$ cat config.mk
export PLATFORM = sky130hd
export DESIGN_NAME = stepped_sphere_sweep_vs_box_flat
export DESIGN_NICKNAME = d
export VERILOG_FILES = /design/src/ssvb_pkg.sv /design/src/ssvb_if.sv /design/src/stepped_sphere_sweep_vs_box.sv /design/src/ssvb_div.sv /design/src/flat_wrapper.sv
export VERILOG_INCLUDE_DIRS = /design/src /design/src/src
export SDC_FILE = /design/constraint.sdc
export NUM_CORES = 2
export LEC_CHECK = 0
export ABC_AREA = 1
export ABC_CLOCK_PERIOD_IN_PS = 23800
export BUFFER_PORTS_ARGS = -buffer_cell sky130_fd_sc_hd__buf_4
export CAP_MARGIN = 25
export CORE_MARGIN = 5
export CORE_UTILIZATION = 40
export CTS_BUF_LIST = sky130_fd_sc_hd__clkbuf_2 sky130_fd_sc_hd__clkbuf_4 sky130_fd_sc_hd__clkbuf_8
export DETAILED_ROUTE_END_ITERATION = 8
export GPL_TIMING_DRIVEN = 0
export PLACE_DENSITY = 0.62
export SLEW_MARGIN = 10
export SYNTH_ARGS = -nofsm -noshare
export SYNTH_HDL_FRONTEND = slang
export SYNTH_SLANG_ARGS = --single-unit
$ cat constraint.sdc
create_clock -name clk -period 23.8 [get_ports clk]
set_clock_uncertainty 0.05 [all_clocks]
set_input_delay 1.19 -clock clk [delete_from_list [all_inputs] [get_ports clk]]
set_output_delay 1.19 -clock clk [all_outputs]
set_load 0.02 [all_outputs]
$ cat src/stepped_sphere_sweep_vs_box_defines.svh
// Assertion macros for the stepped sphere sweep block.
// Included by the files that carry concurrent checks; no other dependencies.
`ifndef STEPPED_SPHERE_SWEEP_VS_BOX_DEFINES_SVH
`define STEPPED_SPHERE_SWEEP_VS_BOX_DEFINES_SVH

// same-cycle implication, disabled while in reset
`define SSVB_ASSERT_IMPLY(label, clk, rst_n, ante, cons) \
    label: assert property (@(posedge clk) disable iff (!rst_n) (ante) |-> (cons)) \
        else $error("ssvb check failed");

// next-cycle implication, disabled while in reset
`define SSVB_ASSERT_NEXT(label, clk, rst_n, ante, cons) \
    label: assert property (@(posedge clk) disable iff (!rst_n) (ante) |=> (cons)) \
        else $error("ssvb check failed");

`endif

$ cat src/ssvb_pkg.sv
// Shared widths, register codes and state types for the stepped sphere sweep.
// No dependencies; compiled first.
package ssvb_pkg;

    localparam int NUM_AXES   = 3;
    localparam int AXIS_W     = 2;
    localparam int COORD_IN_W = 32;             // port coordinate width
    localparam int HALF_W     = 31;             // box half extent width
    localparam int RADIUS_W   = 31;
    localparam int STEP_W     = 7;              // step_count register width
    localparam int CFG_IDX_W  = 1;
    localparam int CFG_DATA_W = 31;
    localparam int MAG_W      = 32;             // |end - start| fits here
    localparam int QUO_W      = MAG_W + 1;      // signed substep
    localparam int BOUND_W    = 34;             // box bounds and trial sums
    localparam int DIST_W     = BOUND_W + 1;    // signed distance to the box
    localparam int SQ_W       = 2 * RADIUS_W;
    localparam int SUM_W      = 64;

    localparam logic [AXIS_W-1:0] AXIS_LAST = 2'd2;

    localparam logic [CFG_IDX_W-1:0] REG_STEP_COUNT    = 1'b0;
    localparam logic [CFG_IDX_W-1:0] REG_SPHERE_RADIUS = 1'b1;

    localparam logic [STEP_W-1:0]   STEP_COUNT_RESET = 7'd8;
    localparam logic [RADIUS_W-1:0] RADIUS_RESET     = 31'd65536;

    typedef enum logic [3:0] {
        ST_IDLE,
        ST_DIV_START,
        ST_DIV_WAIT,
        ST_RSQ,
        ST_TRIAL,
        ST_DIST,
        ST_SQUARE,
        ST_UPDATE,
        ST_DONE
    } sweep_state_t;

    typedef enum logic [1:0] {
        DIV_IDLE,
        DIV_RUN,
        DIV_SIGN,
        DIV_DONE
    } div_state_t;

endpackage

$ cat src/ssvb_if.sv
// Query and result channel interfaces (valid/ready plus payload).
// Depends on ssvb_pkg.
interface ssvb_query_if;
    import ssvb_pkg::*;

    logic                         valid;
    logic                         ready;
    logic signed [COORD_IN_W-1:0] start_x;
    logic signed [COORD_IN_W-1:0] start_y;
    logic signed [COORD_IN_W-1:0] start_z;
    logic signed [COORD_IN_W-1:0] end_x;
    logic signed [COORD_IN_W-1:0] end_y;
    logic signed [COORD_IN_W-1:0] end_z;
    logic signed [COORD_IN_W-1:0] box_center_x;
    logic signed [COORD_IN_W-1:0] box_center_y;
    logic signed [COORD_IN_W-1:0] box_center_z;
    logic        [HALF_W-1:0]     box_half_x;
    logic        [HALF_W-1:0]     box_half_y;
    logic        [HALF_W-1:0]     box_half_z;

    modport source (
        output valid, start_x, start_y, start_z, end_x, end_y, end_z,
               box_center_x, box_center_y, box_center_z,
               box_half_x, box_half_y, box_half_z,
        input  ready
    );

    modport sink (
        input  valid, start_x, start_y, start_z, end_x, end_y, end_z,
               box_center_x, box_center_y, box_center_z,
               box_half_x, box_half_y, box_half_z,
        output ready
    );
endinterface

interface ssvb_result_if;
    import ssvb_pkg::*;

    logic                         valid;
    logic                         ready;
    logic signed [COORD_IN_W-1:0] final_x;
    logic signed [COORD_IN_W-1:0] final_y;
    logic signed [COORD_IN_W-1:0] final_z;

    modport source (output valid, final_x, final_y, final_z, input ready);
    modport sink (input valid, final_x, final_y, final_z, output ready);
endinterface

$ cat src/stepped_sphere_sweep_vs_box.sv
// Stepped sphere sweep against an axis-aligned box, one query at a time.
// From accept to result: three serial divisions, one radius square, then one axis
// test per axis and step (steps = clamped step_count) through the single
// trial/distance/square/compare unit, start pass included. A new query is accepted
// only after the result has been taken. Async active-low reset clears control state
// and loads step_count = 8, sphere_radius = 1.0.
`include "stepped_sphere_sweep_vs_box_defines.svh"

module stepped_sphere_sweep_vs_box #(
    parameter int MAX_STEPS   = 64,
    parameter int COORD_WIDTH = 32
) (
    input  logic                                 clk,
    input  logic                                 rst_n,
    ssvb_query_if.sink                           query,
    ssvb_result_if.source                        result,
    input  logic                                 cfg_we,
    input  logic [ssvb_pkg::CFG_IDX_W-1:0]       cfg_index,
    input  logic [ssvb_pkg::CFG_DATA_W-1:0]      cfg_data
);
    import ssvb_pkg::*;

    localparam logic signed [BOUND_W-1:0] CMAX =
        BOUND_W'((64'sd1 <<< (COORD_WIDTH - 1)) - 64'sd1);
    localparam logic signed [BOUND_W-1:0] CMIN = -CMAX - BOUND_W'(1);

    // control
    sweep_state_t             state_reg, state_next;
    logic [AXIS_W-1:0]        axis_reg, axis_next;
    logic [STEP_W-1:0]        step_reg, step_next;
    logic                     init_reg, init_next;
    logic [STEP_W-1:0]        step_count_reg;
    logic [RADIUS_W-1:0]      radius_reg;

    // datapath
    logic signed [COORD_WIDTH-1:0] cur_reg [NUM_AXES];
    logic signed [COORD_WIDTH-1:0] cur_next [NUM_AXES];
    logic signed [COORD_IN_W-1:0]  end_reg [NUM_AXES];
    logic signed [COORD_IN_W-1:0]  end_next [NUM_AXES];
    logic signed [QUO_W-1:0]       mv_reg [NUM_AXES];
    logic signed [QUO_W-1:0]       mv_next [NUM_AXES];
    logic signed [BOUND_W-1:0]     lo_reg [NUM_AXES];
    logic signed [BOUND_W-1:0]     lo_next [NUM_AXES];
    logic signed [BOUND_W-1:0]     hi_reg [NUM_AXES];
    logic signed [BOUND_W-1:0]     hi_next [NUM_AXES];
    logic [SQ_W-1:0]               sq_reg [NUM_AXES];
    logic [SQ_W-1:0]               sq_next [NUM_AXES];
    logic [NUM_AXES-1:0]           far_reg, far_next;
    logic signed [COORD_WIDTH-1:0] trial_reg, trial_next;
    logic [RADIUS_W-1:0]           m_reg, m_next;
    logic                          far_new_reg, far_new_next;
    logic [SQ_W-1:0]               sq_new_reg, sq_new_next;
    logic [SQ_W-1:0]               rsq_reg, rsq_next;

    // port views as axis arrays
    logic signed [COORD_IN_W-1:0] start_in [NUM_AXES];
    logic signed [COORD_IN_W-1:0] end_in [NUM_AXES];
    logic signed [COORD_IN_W-1:0] ctr_in [NUM_AXES];
    logic        [HALF_W-1:0]     half_in [NUM_AXES];

    logic [STEP_W-1:0]          steps_eff;
    logic                       last_step;
    logic                       div_start;
    logic                       div_done;
    logic signed [QUO_W-1:0]    div_quot;
    logic signed [QUO_W-1:0]    div_dividend;
    logic [RADIUS_W-1:0]        mul_op;
    logic [SQ_W-1:0]            prod;
    logic signed [BOUND_W-1:0]  trial_sum;
    logic signed [DIST_W-1:0]   below;
    logic signed [DIST_W-1:0]   above;
    logic [DIST_W-1:0]          box_gap;
    logic [NUM_AXES-1:0]        far_view;
    logic [SUM_W-1:0]           sq_sum;
    logic                       touch;

    assign start_in[0] = query.start_x;
    assign start_in[1] = query.start_y;
    assign start_in[2] = query.start_z;
    assign end_in[0]   = query.end_x;
    assign end_in[1]   = query.end_y;
    assign end_in[2]   = query.end_z;
    assign ctr_in[0]   = query.box_center_x;
    assign ctr_in[1]   = query.box_center_y;
    assign ctr_in[2]   = query.box_center_z;
    assign half_in[0]  = query.box_half_x;
    assign half_in[1]  = query.box_half_y;
    assign half_in[2]  = query.box_half_z;

    always_comb
    begin
        if (step_count_reg == '0)
            steps_eff = STEP_W'(1);
        else if (32'(step_count_reg) > MAX_STEPS)
            steps_eff = STEP_W'(MAX_STEPS);
        else
            steps_eff = step_count_reg;
    end

    assign last_step = (step_reg == steps_eff - STEP_W'(1));

    // ---- shared unit pieces ----
    assign div_dividend = QUO_W'(end_reg[axis_reg]) - QUO_W'(cur_reg[axis_reg]);

    ssvb_div u_div (
        .clk      (clk),
        .rst_n    (rst_n),
        .start    (div_start),
        .dividend (div_dividend),
        .divisor  (steps_eff),
        .done     (div_done),
        .quotient (div_quot)
    );

    // one squarer: radius once per query, then the distance of each test
    assign mul_op = (state_reg == ST_RSQ) ? radius_reg : m_reg;
    assign prod   = SQ_W'(mul_op) * SQ_W'(mul_op);

    // init pass measures the start position itself
    assign trial_sum = init_reg ? BOUND_W'(cur_reg[axis_reg])
                                : BOUND_W'(cur_reg[axis_reg]) + BOUND_W'(mv_reg[axis_reg]);

    assign below = DIST_W'(lo_reg[axis_reg]) - DIST_W'(trial_reg);
    assign above = DIST_W'(trial_reg) - DIST_W'(hi_reg[axis_reg]);

    always_comb
    begin
        if (below > 0)
            box_gap = below;
        else if (above > 0)
            box_gap = above;
        else
            box_gap = '0;
    end

    always_comb
    begin
        sq_sum = '0;
        for (int b = 0; b < NUM_AXES; b++)
        begin
            if (AXIS_W'(b) == axis_reg)
            begin
                far_view[b] = far_new_reg;
                sq_sum      = sq_sum + SUM_W'(sq_new_reg);
            end
            else
            begin
                far_view[b] = far_reg[b];
                sq_sum      = sq_sum + SUM_W'(sq_reg[b]);
            end
        end
        touch = (far_view == '0) && (sq_sum <= SUM_W'(rsq_reg));
    end

    // ---- sequencer ----
    always_comb
    begin
        state_next = state_reg;
        unique case (state_reg)
            ST_IDLE:      if (query.valid) state_next = ST_DIV_START;
            ST_DIV_START: state_next = ST_DIV_WAIT;
            ST_DIV_WAIT:
            begin
                if (div_done)
                    state_next = (axis_reg == AXIS_LAST) ? ST_RSQ : ST_DIV_START;
            end
            ST_RSQ:       state_next = ST_TRIAL;
            ST_TRIAL:     state_next = ST_DIST;
            ST_DIST:      state_next = ST_SQUARE;
            ST_SQUARE:    state_next = ST_UPDATE;
            ST_UPDATE:
            begin
                if (axis_reg == AXIS_LAST && !init_reg && last_step)
                    state_next = ST_DONE;
                else
                    state_next = ST_TRIAL;
            end
            ST_DONE:      if (result.ready) state_next = ST_IDLE;
            default:      state_next = ST_IDLE;
        endcase
    end

    always_comb
    begin
        query.ready  = 1'b0;
        result.valid = 1'b0;
        div_start    = 1'b0;
        unique case (state_reg)
            ST_IDLE:      query.ready  = 1'b1;
            ST_DIV_START: div_start    = 1'b1;
            ST_DONE:      result.valid = 1'b1;
            default: ;
        endcase
    end

    always_comb
    begin
        axis_next    = axis_reg;
        step_next    = step_reg;
        init_next    = init_reg;
        cur_next     = cur_reg;
        end_next     = end_reg;
        mv_next      = mv_reg;
        lo_next      = lo_reg;
        hi_next      = hi_reg;
        sq_next      = sq_reg;
        far_next     = far_reg;
        trial_next   = trial_reg;
        m_next       = m_reg;
        far_new_next = far_new_reg;
        sq_new_next  = sq_new_reg;
        rsq_next     = rsq_reg;
        case (state_reg)
            ST_IDLE:
            begin
                if (query.valid)
                begin
                    for (int a = 0; a < NUM_AXES; a++)
                    begin
                        if (BOUND_W'(start_in[a]) > CMAX)
                            cur_next[a] = COORD_WIDTH'(CMAX);
                        else if (BOUND_W'(start_in[a]) < CMIN)
                            cur_next[a] = COORD_WIDTH'(CMIN);
                        else
                            cur_next[a] = COORD_WIDTH'(start_in[a]);
                        end_next[a] = end_in[a];
                        lo_next[a]  = BOUND_W'(ctr_in[a]) - BOUND_W'($signed({1'b0, half_in[a]}));
                        hi_next[a]  = BOUND_W'(ctr_in[a]) + BOUND_W'($signed({1'b0, half_in[a]}));
                    end
                    axis_next = '0;
                    step_next = '0;
                end
            end
            ST_DIV_WAIT:
            begin
                if (div_done)
                begin
                    mv_next[axis_reg] = div_quot;
                    axis_next = (axis_reg == AXIS_LAST) ? '0 : axis_reg + AXIS_W'(1);
                end
            end
            ST_RSQ:
            begin
                rsq_next  = prod;
                init_next = 1'b1;
                axis_next = '0;
                step_next = '0;
            end
            ST_TRIAL:
            begin
                if (trial_sum > CMAX)
                    trial_next = COORD_WIDTH'(CMAX);
                else if (trial_sum < CMIN)
                    trial_next = COORD_WIDTH'(CMIN);
                else
                    trial_next = COORD_WIDTH'(trial_sum);
            end
            ST_DIST:
            begin
                far_new_next = box_gap > DIST_W'(radius_reg);
                m_next       = box_gap[RADIUS_W-1:0];
            end
            ST_SQUARE:
            begin
                sq_new_next = prod;
            end
            ST_UPDATE:
            begin
                // the init pass always records, a real move only if clear of the box
                if (init_reg || !touch)
                begin
                    cur_next[axis_reg] = trial_reg;
                    sq_next[axis_reg]  = sq_new_reg;
                    far_next[axis_reg] = far_new_reg;
                end
                if (axis_reg == AXIS_LAST)
                begin
                    axis_next = '0;
                    if (init_reg)
                        init_next = 1'b0;
                    else if (!last_step)
                        step_next = step_reg + STEP_W'(1);
                end
                else
                begin
                    axis_next = axis_reg + AXIS_W'(1);
                end
            end
            default: ;
        endcase
    end

    always_ff @(posedge clk or negedge rst_n)
    begin
        if (!rst_n)
        begin
            state_reg      <= ST_IDLE;
            axis_reg       <= '0;
            step_reg       <= '0;
            init_reg       <= 1'b0;
            step_count_reg <= STEP_COUNT_RESET;
            radius_reg     <= RADIUS_RESET;
        end
        else
        begin
            state_reg <= state_next;
            axis_reg  <= axis_next;
            step_reg  <= step_next;
            init_reg  <= init_next;
            if (cfg_we)
            begin
                unique case (cfg_index)
                    REG_STEP_COUNT:    step_count_reg <= cfg_data[STEP_W-1:0];
                    REG_SPHERE_RADIUS: radius_reg     <= cfg_data[RADIUS_W-1:0];
                    default: ;
                endcase
            end
        end
    end

    always_ff @(posedge clk)
    begin
        cur_reg     <= cur_next;
        end_reg     <= end_next;
        mv_reg      <= mv_next;
        lo_reg      <= lo_next;
        hi_reg      <= hi_next;
        sq_reg      <= sq_next;
        far_reg     <= far_next;
        trial_reg   <= trial_next;
        m_reg       <= m_next;
        far_new_reg <= far_new_next;
        sq_new_reg  <= sq_new_next;
        rsq_reg     <= rsq_next;
    end

    assign result.final_x = COORD_IN_W'(cur_reg[0]);
    assign result.final_y = COORD_IN_W'(cur_reg[1]);
    assign result.final_z = COORD_IN_W'(cur_reg[2]);

    `SSVB_ASSERT_IMPLY(a_one_query_in_flight, clk, rst_n, query.ready, !result.valid)
    `SSVB_ASSERT_NEXT(a_busy_after_accept, clk, rst_n, query.valid && query.ready, !query.ready)
    `SSVB_ASSERT_IMPLY(a_step_in_range, clk, rst_n, state_reg != ST_IDLE, step_reg < steps_eff)
    `SSVB_ASSERT_IMPLY(a_axis_in_range, clk, rst_n, 1'b1, axis_reg <= AXIS_LAST)
    `SSVB_ASSERT_IMPLY(a_div_done_expected, clk, rst_n, div_done, state_reg == ST_DIV_WAIT)

endmodule

$ cat src/ssvb_div.sv
// Bit-serial signed divider: substep = dividend / divisor, truncated toward zero.
// One quotient bit per cycle; depends on ssvb_pkg.
module ssvb_div (
    input  logic                               clk,
    input  logic                               rst_n,
    input  logic                               start,
    input  logic signed [ssvb_pkg::QUO_W-1:0]  dividend,
    input  logic        [ssvb_pkg::STEP_W-1:0] divisor,
    output logic                               done,
    output logic signed [ssvb_pkg::QUO_W-1:0]  quotient
);
    import ssvb_pkg::*;

    localparam int CNT_W = $clog2(MAG_W);

    div_state_t               state_reg, state_next;
    logic [MAG_W-1:0]         num_reg, num_next;
    logic [STEP_W-1:0]        rem_reg, rem_next;
    logic [CNT_W-1:0]         cnt_reg, cnt_next;
    logic                     neg_reg, neg_next;
    logic signed [QUO_W-1:0]  quot_reg, quot_next;

    logic [STEP_W:0]          trial;
    logic [STEP_W:0]          diff;
    logic                     ge;
    logic [MAG_W-1:0]         mag;

    // shift-subtract step
    assign trial = {rem_reg, num_reg[MAG_W-1]};
    assign ge    = trial >= {1'b0, divisor};
    assign diff  = trial - {1'b0, divisor};
    assign mag   = dividend[QUO_W-1] ? MAG_W'(-dividend) : MAG_W'(dividend);

    always_comb
    begin
        state_next = state_reg;
        unique case (state_reg)
            DIV_IDLE: if (start) state_next = DIV_RUN;
            DIV_RUN:  if (cnt_reg == CNT_W'(MAG_W - 1)) state_next = DIV_SIGN;
            DIV_SIGN: state_next = DIV_DONE;
            DIV_DONE: state_next = DIV_IDLE;
            default:  state_next = DIV_IDLE;
        endcase
    end

    always_comb
    begin
        done = (state_reg == DIV_DONE);
    end

    always_comb
    begin
        num_next  = num_reg;
        rem_next  = rem_reg;
        cnt_next  = cnt_reg;
        neg_next  = neg_reg;
        quot_next = quot_reg;
        case (state_reg)
            DIV_IDLE:
            begin
                if (start)
                begin
                    num_next = mag;
                    neg_next = dividend[QUO_W-1];
                    rem_next = '0;
                    cnt_next = '0;
                end
            end
            DIV_RUN:
            begin
                rem_next = ge ? diff[STEP_W-1:0] : trial[STEP_W-1:0];
                num_next = {num_reg[MAG_W-2:0], ge};
                cnt_next = cnt_reg + CNT_W'(1);
            end
            DIV_SIGN:
            begin
                quot_next = neg_reg ? -$signed({1'b0, num_reg}) : $signed({1'b0, num_reg});
            end
            default: ;
        endcase
    end

    always_ff @(posedge clk or negedge rst_n)
    begin
        if (!rst_n)
        begin
            state_reg <= DIV_IDLE;
        end
        else
        begin
            state_reg <= state_next;
        end
    end

    always_ff @(posedge clk)
    begin
        num_reg  <= num_next;
        rem_reg  <= rem_next;
        cnt_reg  <= cnt_next;
        neg_reg  <= neg_next;
        quot_reg <= quot_next;
    end

    assign quotient = quot_reg;

endmodule
$ cat src/flat_wrapper.sv
// flat-port wrapper written by rule: the top's interface ports become plain ports
module stepped_sphere_sweep_vs_box_flat import ssvb_pkg::*;
#(
    parameter int MAX_STEPS   = 64,
    parameter int COORD_WIDTH = 32
)
  (clk, rst_n, cfg_we, cfg_index, cfg_data, query_valid, query_start_x, query_start_y, query_start_z, query_end_x, query_end_y, query_end_z, query_box_center_x, query_box_center_y, query_box_center_z, query_box_half_x, query_box_half_y, query_box_half_z, query_ready, result_valid, result_final_x, result_final_y, result_final_z, result_ready);
  ssvb_query_if query_i ();
  ssvb_result_if result_i ();
  input  logic clk;
  input  logic rst_n;
  input  logic cfg_we;
  input  logic [ssvb_pkg::CFG_IDX_W-1:0] cfg_index;
  input  logic [ssvb_pkg::CFG_DATA_W-1:0] cfg_data;
  input wire logic [$bits(query_i.valid)-1:0] query_valid;
  input wire logic [$bits(query_i.start_x)-1:0] query_start_x;
  input wire logic [$bits(query_i.start_y)-1:0] query_start_y;
  input wire logic [$bits(query_i.start_z)-1:0] query_start_z;
  input wire logic [$bits(query_i.end_x)-1:0] query_end_x;
  input wire logic [$bits(query_i.end_y)-1:0] query_end_y;
  input wire logic [$bits(query_i.end_z)-1:0] query_end_z;
  input wire logic [$bits(query_i.box_center_x)-1:0] query_box_center_x;
  input wire logic [$bits(query_i.box_center_y)-1:0] query_box_center_y;
  input wire logic [$bits(query_i.box_center_z)-1:0] query_box_center_z;
  input wire logic [$bits(query_i.box_half_x)-1:0] query_box_half_x;
  input wire logic [$bits(query_i.box_half_y)-1:0] query_box_half_y;
  input wire logic [$bits(query_i.box_half_z)-1:0] query_box_half_z;
  output wire logic [$bits(query_i.ready)-1:0] query_ready;
  output wire logic [$bits(result_i.valid)-1:0] result_valid;
  output wire logic [$bits(result_i.final_x)-1:0] result_final_x;
  output wire logic [$bits(result_i.final_y)-1:0] result_final_y;
  output wire logic [$bits(result_i.final_z)-1:0] result_final_z;
  input wire logic [$bits(result_i.ready)-1:0] result_ready;
  assign query_i.valid = query_valid;
  assign query_i.start_x = query_start_x;
  assign query_i.start_y = query_start_y;
  assign query_i.start_z = query_start_z;
  assign query_i.end_x = query_end_x;
  assign query_i.end_y = query_end_y;
  assign query_i.end_z = query_end_z;
  assign query_i.box_center_x = query_box_center_x;
  assign query_i.box_center_y = query_box_center_y;
  assign query_i.box_center_z = query_box_center_z;
  assign query_i.box_half_x = query_box_half_x;
  assign query_i.box_half_y = query_box_half_y;
  assign query_i.box_half_z = query_box_half_z;
  assign query_ready = query_i.ready;
  assign result_valid = result_i.valid;
  assign result_final_x = result_i.final_x;
  assign result_final_y = result_i.final_y;
  assign result_final_z = result_i.final_z;
  assign result_i.ready = result_ready;
  stepped_sphere_sweep_vs_box #(.MAX_STEPS(MAX_STEPS), .COORD_WIDTH(COORD_WIDTH)) u_core (.clk(clk), .rst_n(rst_n), .query(query_i), .result(result_i), .cfg_we(cfg_we), .cfg_index(cfg_index), .cfg_data(cfg_data));
endmodule
==> impl_metrics.env <==
export IMPL_status="finished clean"
export IMPL_htreeDepth=4
export IMPL_drc=0
export IMPL_synthMuxAreaShare_pct=0.0115
export IMPL_syn_area_per_cell_um2=8.14
export IMPL_max_freq_ghz=0.0775
export IMPL_clk_pin_slew_ps=70
export IMPL_finalCritPeriodShare_pct=54.2
export IMPL_dieArea_mm2=0.254
export IMPL_timing_slew_headroom_pct=12.4
export IMPL_tightest_slew_ps=1310
export IMPL_crit_path_end_kind="flop"
export IMPL_r2r_start="u_core.axis_reg[0]"
export IMPL_yosysWarningCount=0
export IMPL_cts_max_path_buffers=3
export IMPL_timing_final_ws_setup_ps=10890
export IMPL_r2r_slack_ps=10890
export IMPL_cts_made_buffers=173
export IMPL_async_flop_share_pct=5.45
export IMPL_crit_type="reg2reg"
export IMPL_hold_path_class="in2async"
export IMPL_post_route_util_pct=45.5
export IMPL_grt_pass1_vias=84800
export IMPL_pin_count=516
export IMPL_setup_viol=0
export IMPL_grt_max_degree=55
export IMPL_initial_core_util_pct=40.2
export IMPL_drt_iter0_markers=9711
export IMPL_synth_area_leaders="edfxtp_1 29%, fa_1 16%, ha_1 10%"
export IMPL_critPathMaxStageDelay_ps=930
export IMPL_synthFlopType="edfxtp_1"
export IMPL_cp_required_ps=24380
export IMPL_arrival_ps=13490
export IMPL_grt_antenna_before_repair=25
export IMPL_rows=181
export IMPL_die_w_um=504
export IMPL_dp_cells=15800
export IMPL_cp_common_cell="nand2_1"
export IMPL_viasPerCell=5.40
export IMPL_cp_start_kind="flop"
export IMPL_hpwl_mm=344
export IMPL_holdBufCountCts=0
export IMPL_nNetsFinal=14800
export IMPL_finalHoldViolCount=0
export IMPL_routabilityCongestion=1.05
export IMPL_cap_violations=0
export IMPL_via_count=87400
export IMPL_final_layout_size_suffix_gt1_share_pct=8.04
export IMPL_synth_adder_area_share_pct=26.0
export IMPL_rsz0062_at_grt="false"
export IMPL_synth_seq_area_share_pct=30.1
export IMPL_die_height_um=504
export IMPL_cts_tree="built"
export IMPL_ys_ff_latch=990
export IMPL_cts_sinks=990
export IMPL_syn_inst=12000
export IMPL_largest_reg_flops=183
export IMPL_grt_pass1_wl_mm=575
export IMPL_port_buffers=515
export IMPL_yosys_area_top_type_share_pct=28.8
export IMPL_fin_cells=16200
export IMPL_synth_xor_area_share_pct=4.12
export IMPL_area_delta_synth_final_pct=13.2
export IMPL_final_min_clock_period_ps=12910
export IMPL_synth_simple_area_share_pct=18.2
export IMPL_synth_area_leader_cell="edfxtp_1"
export IMPL_yosysMostFrequentCell="nand2_1"
export IMPL_drtAntennaViolNets=0
export IMPL_finalMaxSlewViolations=0
export IMPL_synth_compound_area_share_pct=11.3
export IMPL_syn_nets=14000
export IMPL_crit_slowest_cell="o21ai_0"
export IMPL_cts_root_buf="clkbuf_8"
export IMPL_synth_area_mm2=0.0978
export IMPL_clock_latency_ps=1000
export IMPL_drt_wl_total_mm=404
export IMPL_drt_pass1_iter_count=6
export IMPL_synth_top_family_by_area="adder cells"
export IMPL_synth_cell_type_count=63
export IMPL_rr_worst_depth=43
export IMPL_dpl_worst_slack_ps=11530
export IMPL_fill_cells=24700
export IMPL_synth_commonest_cells="2480 x nand2_1, 2330 x inv_1, 1177 x nor2_1, 936 x edfxtp_1, 807 x ha_1"
export IMPL_cp_max_fo=23
export IMPL_ctsResizeCount=0
export IMPL_grt_overflow_total=0
export IMPL_coreArea_mm2=0.243
export IMPL_r2r_end="u_core.sq_reg[178]"
export IMPL_avgRoutedWirePerCell_um=25.0
export IMPL_post_cts_buffers=0
export IMPL_synth_edf_count=936
export IMPL_grt_usage_pct=30.8
[cells by family (layout without fill, tap and decap cells)]
logic type               count (synthesis)  count (layout)
adder cells (fa/ha/maj)               1570            1570
AND/OR/NAND/NOR                       4390            4390
XOR/XNOR                               459             459
buffers and inverters                 2669            3601
flip-flops                             990             990
AO/OA/AOI/OAI                         1937            1937
multiplexers                             1               1
other                                    0              13
[layer usage]
layer / wire [um] / vias to the layer above / global-route usage, %
met5: 85 / - / 0
met4: 24300 / 12 / 15.0
li1: - / 40200 / -
met3: 40600 / 774 / 7.15
met1: 167000 / 42200 / 41.6
met2: 173000 / 4180 / 46.7
[layout make-up]
| type | count | area [um2] | share of cell area [%] |
|---|---|---|---|
| Multi-Input combinational cell | 8357 | 58300 | 52.7 |
| Sequential cell | 990 | 29500 | 26.6 |
| Tap cell | 3202 | 4010 | 3.62 |
| Clock buffer | 215 | 2720 | 2.45 |
| Buffer | 317 | 1260 | 1.14 |
| Clock inverter | 98 | 958 | 0.866 |
| Inverter | 2352 | 8830 | 7.98 |
| Antenna cell | 13 | 32.5 | 0.0294 |
| Timing Repair Buffer | 619 | 5060 | 4.58 |
[cell usage in the layout, fill, tap and decap left out, types with 32 or more instances in the layout]
cell and count:
nand2_1 2480, inv_1 2329, nor2_1 1169, edfxtp_1 936, ha_1 806, fa_1 763
a21oi_1 743, o21ai_0 600, buf_4 563, nand3_1 370, xor2_1 341, clkbuf_1 263
clkbuf_8 176, xnor2_1 117, nor3_1 111, nand4_1 104, a22oi_1 95, a31oi_1 95
o31ai_1 85, clkinv_1 53, dfrtp_1 52, o21ai_1 49, a21o_1 42, buf_2 42
o21bai_1 40, clkbuf_4 40, nor4_1 34, and2_1 33, or2_2 32
[stage by stage]
stage	cell area [um2]	hold slack (ps)	setup TNS, ps
2_1_floorplan	97800	376	0
3_3_place_gp	106000	403	-2451440
3_5_place_dp	107000	404	0
4_1_cts	111000	162	0
5_1_grt	111000	232	0
6_report	111000	217	0
[critical path: cells and delay by family, from the launching register on]
family                     cells  cell delay, ps
and+or+nand+nor               24            4610
AOI/OAI and AO/OA              7            3230
buffers and inverters          7            2600
adders and majority gates      3            1140
DFF                            1             460
xor gates and xnor gates       2             410
[how the worst max path moves through the flow]
stage,start,endpoint,slack (ps),cells after the start
after CTS,u_core.axis_reg[0],u_core.sq_reg[178],11420,43
after global routing,u_core.axis_reg[0],u_core.sq_reg[178],10840,43
after detailed placement,u_core.axis_reg[0],u_core.sq_reg[184],11530,43
after floorplan,query_valid,u_core.end_reg[0],1760,2
after global placement,query_valid,u_core.lo_reg[28],-8550,3
final,u_core.axis_reg[0],u_core.sq_reg[178],10890,43
Power is left out: the tool's default activity adds up to more than one toggle a clock period on the data nets, which glitch-free logic cannot reach.
